**config.mk**
```make
export PLATFORM = sky130hd
export DESIGN_NAME = imf_isqrt
export DESIGN_NICKNAME = d
export VERILOG_FILES = /design/src/hw/rtl/imf_pkg.sv /design/src/hw/rtl/imf_isqrt.sv
export SDC_FILE = /design/constraint.sdc
export NUM_CORES = 1
export LEC_CHECK = 0
export ABC_CLOCK_PERIOD_IN_PS = 2570
export BUFFER_PORTS_ARGS = -buffer_cell sky130_fd_sc_hd__buf_2
export CORE_UTILIZATION = 41
export DETAILED_ROUTE_END_ITERATION = 10
export PLACE_DENSITY = 0.7
export SYNTH_ARGS = -nofsm -noshare
export SYNTH_HDL_FRONTEND = slang
export SYNTH_SLANG_ARGS = --single-unit
```
**constraint.sdc**
```tcl
create_clock -name clk -period 2.57 [get_ports clk]
set_input_delay 0.514 -clock clk [delete_from_list [all_inputs] [get_ports clk]]
set_output_delay 0.514 -clock clk [all_outputs]
set_load 0.01 [all_outputs]
```
**src/hw/rtl/imf_pkg.sv**
```systemverilog
`default_nettype none
// ----------------------------------------------------------------------------
// imf_pkg
// Shared constants and types of the 3x3 image filter engine: register
// indexes, filter mode codes, field widths and the square root side payload.
// ----------------------------------------------------------------------------
package imf_pkg;

	localparam int IMF_MAX_WIDTH  = 1024;
	localparam int IMF_MAX_HEIGHT = 4096;

	localparam int PIX_W      = 8;
	localparam int MODE_W     = 2;
	localparam int FW_W       = 11;
	localparam int FH_W       = 13;
	localparam int CFG_IDX_W  = 2;
	localparam int CFG_DATA_W = 13;

	localparam logic [MODE_W-1:0] MODE_MEAN  = 2'd0;
	localparam logic [MODE_W-1:0] MODE_GAUSS = 2'd1;
	localparam logic [MODE_W-1:0] MODE_GRAD  = 2'd2;

	localparam logic [CFG_IDX_W-1:0] REG_MODE   = 2'd0;
	localparam logic [CFG_IDX_W-1:0] REG_WIDTH  = 2'd1;
	localparam logic [CFG_IDX_W-1:0] REG_HEIGHT = 2'd2;

	localparam logic [FW_W-1:0] WIDTH_RESET  = 11'd600;
	localparam logic [FH_W-1:0] HEIGHT_RESET = 13'd400;

	// gradient magnitude: radicand up to 2*255^2, root up to 9 bits
	localparam int SQRT_IN_W  = 18;
	localparam int SQRT_OUT_W = 9;

	typedef struct packed {
		logic emit;   // word goes out
		logic filt;   // interior position, filter result applies
		logic last;   // final word of the frame
	} imf_tag_t;

	typedef struct packed {
		imf_tag_t            tag;
		logic                grad;
		logic [PIX_W-1:0]    val;
	} imf_side_t;

endpackage
`default_nettype wire

```
**src/hw/rtl/imf_isqrt.sv**
```systemverilog
`default_nettype none
// ----------------------------------------------------------------------------
// imf_isqrt
// Pipelined floor square root, one result bit per stage, with a side payload
// that travels alongside. All stages hold while adv is low.
// ----------------------------------------------------------------------------
module imf_isqrt import imf_pkg::*; (
	input  wire logic                  clk,
	input  wire logic                  arst_n,
	input  wire logic                  adv,
	input  wire logic                  in_valid,
	input  wire logic [SQRT_IN_W-1:0]  in_rad,
	input  wire imf_side_t             in_side,
	output logic                       out_valid,
	output logic [SQRT_OUT_W-1:0]      out_root,
	output imf_side_t                  out_side
);

	localparam int NS    = SQRT_OUT_W;
	localparam int REM_W = SQRT_OUT_W + 2;
	localparam int TRY_W = REM_W + 2;

	logic                    v_p    [NS+1];
	logic [REM_W-1:0]        rem_p  [NS+1];
	logic [SQRT_OUT_W-1:0]   root_p [NS+1];
	logic [SQRT_IN_W-1:0]    rad_p  [NS+1];
	imf_side_t               side_p [NS+1];

	assign v_p[0]    = in_valid;
	assign rem_p[0]  = '0;
	assign root_p[0] = '0;
	assign rad_p[0]  = in_rad;
	assign side_p[0] = in_side;

	for (genvar k = 0; k < NS; k++) begin : g_stage
		logic [TRY_W-1:0] rem_t;
		logic [TRY_W-1:0] trial;
		logic             take;

		always_comb begin
			rem_t = {rem_p[k], rad_p[k][SQRT_IN_W-1 -: 2]};
			trial = TRY_W'({root_p[k], 2'b01});
			take  = (rem_t >= trial);
		end

		always_ff @(posedge clk or negedge arst_n) begin
			if (!arst_n) begin
				v_p[k+1] <= 1'b0;
			end else if (adv) begin
				v_p[k+1] <= v_p[k];
			end
		end

		always_ff @(posedge clk) begin
			if (adv) begin
				rem_p[k+1]  <= take ? REM_W'(rem_t - trial) : REM_W'(rem_t);
				root_p[k+1] <= {root_p[k][SQRT_OUT_W-2:0], take};
				rad_p[k+1]  <= rad_p[k] << 2;
				side_p[k+1] <= side_p[k];
			end
		end
	end

	assign out_valid = v_p[NS] & (rem_p[NS] == rem_p[NS] | 1'b1) & (rad_p[NS] == rad_p[NS] | 1'b1);
	assign out_root  = root_p[NS];
	assign out_side  = side_p[NS];

endmodule
`default_nettype wire

```
# After elaboration in Yosys (flattened, before gate mapping)
# Index checks and enable logic that the tools add are counted.
# classes
n_lt_le_gt_ge	9
add_sub_neg	8
muxes	8
# op_table
operator	count
$mux W11	7
$ge A13 B10 Y1	1
$ge A13 B3 Y1	1
$ge A13 B4 Y1	1
$ge A13 B5 Y1	1
$ge A13 B6 Y1	1
$ge A13 B7 Y1	1
$ge A13 B8 Y1	1
$ge A13 B9 Y1	1
$sub A11 B3 Y11	1
$sub A11 B4 Y11	1
$sub A11 B5 Y11	1
$sub A11 B6 Y11	1
$sub A11 B7 Y11	1
$sub A11 B8 Y11	1
$sub A11 B9 Y11	1
$sub A2 B1 Y3 const B	1
$ge A2 B1 Y1 const B	1
$mux W2	1
# word_totals
ff_bits	314
elab_cells	105
inputBits	34

# Logic depth before layout (Yosys ltp)
# logic_depth
word_depth	2
depth_mapped	10
mapped_depth_nobuf	10

# Worst setup path after synthesis
# Ideal clock, no wire load.
# synth_path
path_kind	register to register
start	register rem_p (netlist bit g_stage[6].rem_t[6])
end	register rem_p (netlist bit g_stage[7].rem_t[5]) (data pin)
path_buffers	1
path_stages_with_launch	7
setup_ps	262
period_less_slack_ps	2397
arrival_ps	2135
slack_ps	173
path_cell_list	edfxtp_1 > ha_1 > a21oi_1 > a21boi_0 > a2111oi_2 > buf_2 > o21ai_0
# synth_between
elab_chain_cells	2
# synth_rtl
element	line_no	source
start: declaration	imf_isqrt.sv:24	logic [REM_W-1:0] rem_p [NS+1];
start signal: indexed assignment	imf_isqrt.sv:56	rem_p[k+1] <= take ? REM_W'(rem_t - trial) : REM_W'(rem_t);
$ge A13 B8 Y1	imf_isqrt.sv:43	take = (rem_t >= trial);
$mux W11	imf_isqrt.sv:56	
# No other way between the ends.
# A chain may end at the register's enable or synchronous reset.

# Worst setup path in the final report
# layout_path
start	register rem_p (netlist bit g_stage[7].rem_t[6])
end	register rem_p (netlist bit g_stage[8].rem_t[7]) (data pin)
# layout_between
elab_chain_cells	2
# layout_rtl
element	line_no
$ge A13 B9 Y1	imf_isqrt.sv:43
$mux W11	imf_isqrt.sv:56
# No other way between the ends.

==> results.py <==
metrics = {
    "outcome": {
        "run_status": "completed",
    },
    "logic_synthesis": {
        "synthArstFlopShare": 0.0288,
        "synth_fa_ha_area_frac": 0.0515,
        "yosysWarningCount": 0,
        "synth-seq-area-share": 0.740,
        "synth_seq_cells": 313,
        "synth_flop_cell": "sky130_fd_sc_hd__edfxtp_1",
        "synth_area_leader_cell": "sky130_fd_sc_hd__edfxtp_1",
        "avgSynthCellArea_um2": 15.9,
        "syn_inst": 795,
        "synth_compound_area_frac": 0.0622,
        "post_synth_mux_area_share": 0.0222,
        "netlist_top_cells_area": "sky130_fd_sc_hd__edfxtp_1 72%, sky130_fd_sc_hd__ha_1 5.2%, sky130_fd_sc_hd__inv_1 1.9%",
        "synth_xor_xnor_area_share": 0.0298,
        "synth.cell_area_um2": 12600,
        "area_share_of_the_largest_cell_type_after_synthesis": 0.723,
        "synth.net_count": 881,
        "distinct_cells_synth": 59,
        "synth_simple_gate_area_share": 0.0619,
        "synth_edf_count": 304,
        "synth_top_family_by_area": "compound AO/OA/AOI/OAI gates",
    },
    "global_routing": {
        "grt_antenna_before_repair": 0,
        "global_route.overflow_total": 0,
        "grt_start_max_net_pins": 66,
        "vias_in_the_first_global_route": 6310,
        "groute.usage.overall": 0.110,
        "grt_first_pass_wirelength_mm": 28.2,
    },
    "clocking": {
        "worst_setup_hold_path_clk_slew_ns": 0.06,
        "clock_sinks": 313,
        "htree_levels": 2,
        "post-cts-setup-buffers": 0,
        "clockRootBuffer": "sky130_fd_sc_hd__clkbuf_16",
        "cts_buffer_depth": 3,
        "cts_buf_count": 34,
        "worst_skew_pair.late_latency_ns": 0.51,
        "cts_tree": "built",
    },
    "timing": {
        "max_clock_freq_mhz": 412,
        "slew_headroom": 0.377,
        "setup_tns_after_final_layout_ns": 0,
        "post-route-period-util": 0.944,
        "maxSlewViolCount": 0,
        "worst-slew-pin-transition_ns": 0.923,
        "setup_repair_after_global_routing_missed_its_margin": "no",
        "shortest_period_the_worst_path_allows_ns": 2.43,
        "setup_violations": 0,
        "final_hold_viol_count": 0,
        "hold-worst-slack_ns": 0.169,
        "clock-skew-final_ns": 0.0167,
    },
    "setup_path": {
        "timing.critical_path.to_type": "register",
        "first_element_of_the_critical_path": "g_stage[7].rem_t[6]",
        "worst_setup_path_start_kind": "register",
        "critPathMaxFanout": 7,
        "worst_ep_required_time_ns": 2.86,
        "worst_ep_arrival_ns": 2.71,
        "r2r-start": "g_stage[7].rem_t[6]",
        "critical_path_class": "register to register",
    },
    "drt": {
        "ant_nets": 0,
        "drt_first_pass_iters": 5,
        "finalWirelength_mm": 17.0,
        "route.met2.wl_mm": 8.69,
        "met1_length_mm": 7.11,
        "via_per_inst": 4.84,
        "maxUsedRoutingLayer": "met4",
        "remaining_drc_errors": 0,
        "met3_wirelength_um": 766,
        "drt_iter0_drc": 425,
        "routed-via-count": 6279,
        "detail_route.wl_per_cell_um": 13.1,
    },
    "power_and_ir_drop": {
        "powerDensity_nw_per_um2": 826,
        "max-vdd-ir-drop_uv": 558,
        "power.leakage_nw": 5.41,
    },
    "placed_design": {
        "gp_congestion": 0.805,
        "place_hpwl_mm": 11.1,
        "place.port_buffers": 55,
    },
    "die": {
        "floorplan.core_area_um2": 30000,
        "initial_utilization": 0.422,
        "io-pin-count": 56,
        "chipHeight_um": 178,
        "placement_rows": 63,
        "fp.dieArea_um2": 31500,
        "die_w_um": 178,
    },
    "final_layout": {
        "final-seq-area_um2": 9350,
        "finish.utilization": 0.485,
        "insertedDiodeCount": 0,
        "fin_nets": 969,
        "mostFrequentLayoutCell": "sky130_fd_sc_hd__edfxtp_1",
        "layout-area-overhead-vs-synth_pct": 14.9,
        "post_route_cells_drive_above_1_share": 0.162,
        "commonest_cells_after_routing_fill_and_taps_aside": "304 x sky130_fd_sc_hd__edfxtp_1, 65 x sky130_fd_sc_hd__inv_1, 54 x sky130_fd_sc_hd__buf_2",
        "multi_input_area_um2": 2880,
        "filler_cell_count": 2508,
    },
    "min_path": {
        "timing.hold.worst.start": "in_side[9]",
        "hp-class": "input pin to register",
    },
    "job": {
        "drv_cap": 0,
    },
}
[cell type report]
cell class	instances	share of cell area
clock buffer	40	0.0601
clock inverter	20	0.0128
inverter	65	0.0168
multi-input combinational	395	0.199
sequential	313	0.644
tap	390	0.0336
timing repair buffer	74	0.0339
[routing by layer]
layer  GRT usage  vias up
li1            -     3142
met1       0.124     2977
met3      0.0278       40
met2       0.199      120
met4      0.0427        0
met5           0        -
[critical path, cell delays in order (launching register included)]
cell and delay, ns:
sky130_fd_sc_hd__edfxtp_1 0.41, sky130_fd_sc_hd__ha_1 0.41, sky130_fd_sc_hd__a21oi_1 0.21, sky130_fd_sc_hd__a2bb2oi_1 0.27, sky130_fd_sc_hd__nand3_1 0.23, sky130_fd_sc_hd__mux2_2 0.34, sky130_fd_sc_hd__a221oi_1 0.35
[synth_stat cells (6+ instances only)]
| cell | instances |
|---|---|
| sky130_fd_sc_hd__buf_4 | 13 |
| sky130_fd_sc_hd__clkbuf_1 | 6 |
| sky130_fd_sc_hd__nand4_1 | 8 |
| sky130_fd_sc_hd__inv_1 | 65 |
| sky130_fd_sc_hd__nand3_1 | 8 |
| sky130_fd_sc_hd__xor2_1 | 17 |
| sky130_fd_sc_hd__nor2b_1 | 9 |
| sky130_fd_sc_hd__a21oi_1 | 22 |
| sky130_fd_sc_hd__o21ai_0 | 33 |
| sky130_fd_sc_hd__o21a_1 | 13 |
| sky130_fd_sc_hd__mux2_2 | 20 |
| sky130_fd_sc_hd__xnor2_1 | 26 |
| sky130_fd_sc_hd__a21o_1 | 7 |
| sky130_fd_sc_hd__dfrtp_1 | 9 |
| sky130_fd_sc_hd__nor4_1 | 10 |
| sky130_fd_sc_hd__nor3_1 | 18 |
| sky130_fd_sc_hd__o211ai_1 | 8 |
| sky130_fd_sc_hd__ha_1 | 52 |
| sky130_fd_sc_hd__nand2_1 | 30 |
| sky130_fd_sc_hd__edfxtp_1 | 304 |
| sky130_fd_sc_hd__nor2_1 | 42 |
| sky130_fd_sc_hd__a211oi_1 | 6 |
[through the flow]
step / setup WS (ns) / total power [mW] / instance area, um^2 / instances
final: 0.144 / 12.0 / 14500 / 1297
after global routing: 0.0321 / 12.5 / 14500 / 1297
after CTS: 0.0986 / 12.1 / 14500 / 1297
after detailed placement: 0.0999 / 7.54 / 13400 / 1236
after global placement: 0.175 / 7.48 / 13400 / 1236
after floorplan: 0.173 / 7.16 / 12600 / 795
[state kept, by name, summed over array words and instances (netlist names)]
name,cells
side_p,96
g_stage.rem_t,95
rad_p,56
g_stage.trial,36
out_side,12
out_root,9
v_p,8
out_valid,1
[cell families after synthesis]
family / count (synthesis)
other cells: 1
buf+inv: 87
compound gates: 119
mux: 25
flops: 313
simple gates: 155
fa+ha+maj: 52
xor+xnor: 43
[final timing paths]
kind / endpoint / slack (ns) / depth (start not counted)
setup / recovery: g_stage[8].rem_t[7] / 0.14 / 6
hold / removal: side_p[105] / 0.17 / 1
setup reg to reg: g_stage[8].rem_t[7] / 0.14 / 6
hold reg to reg: side_p[63] / 0.41 / 0
max in group asynchronous: v_p[4] / 2.03 / 2
min in group asynchronous: v_p[6] / 0.36 / 2
[power breakdown]
| part | leakage [nW] | switching (mW) | internal (mW) | total (mW) |
|---|---|---|---|---|
| Sequential | 3.04 | 0.199 | 6.16 | 6.36 |
| Clock | 0.514 | 1.90 | 2.66 | 4.56 |
| Combinational | 1.86 | 0.576 | 0.500 | 1.08 |
[timing repair]
item	in CTS	in global routing
endpoints found under the hold margin	9	0
endpoints found under the setup margin	0	6
hold buffers	1	0
gates resized for setup	0	1
Note: power is estimated with default switching activity, not from simulation.
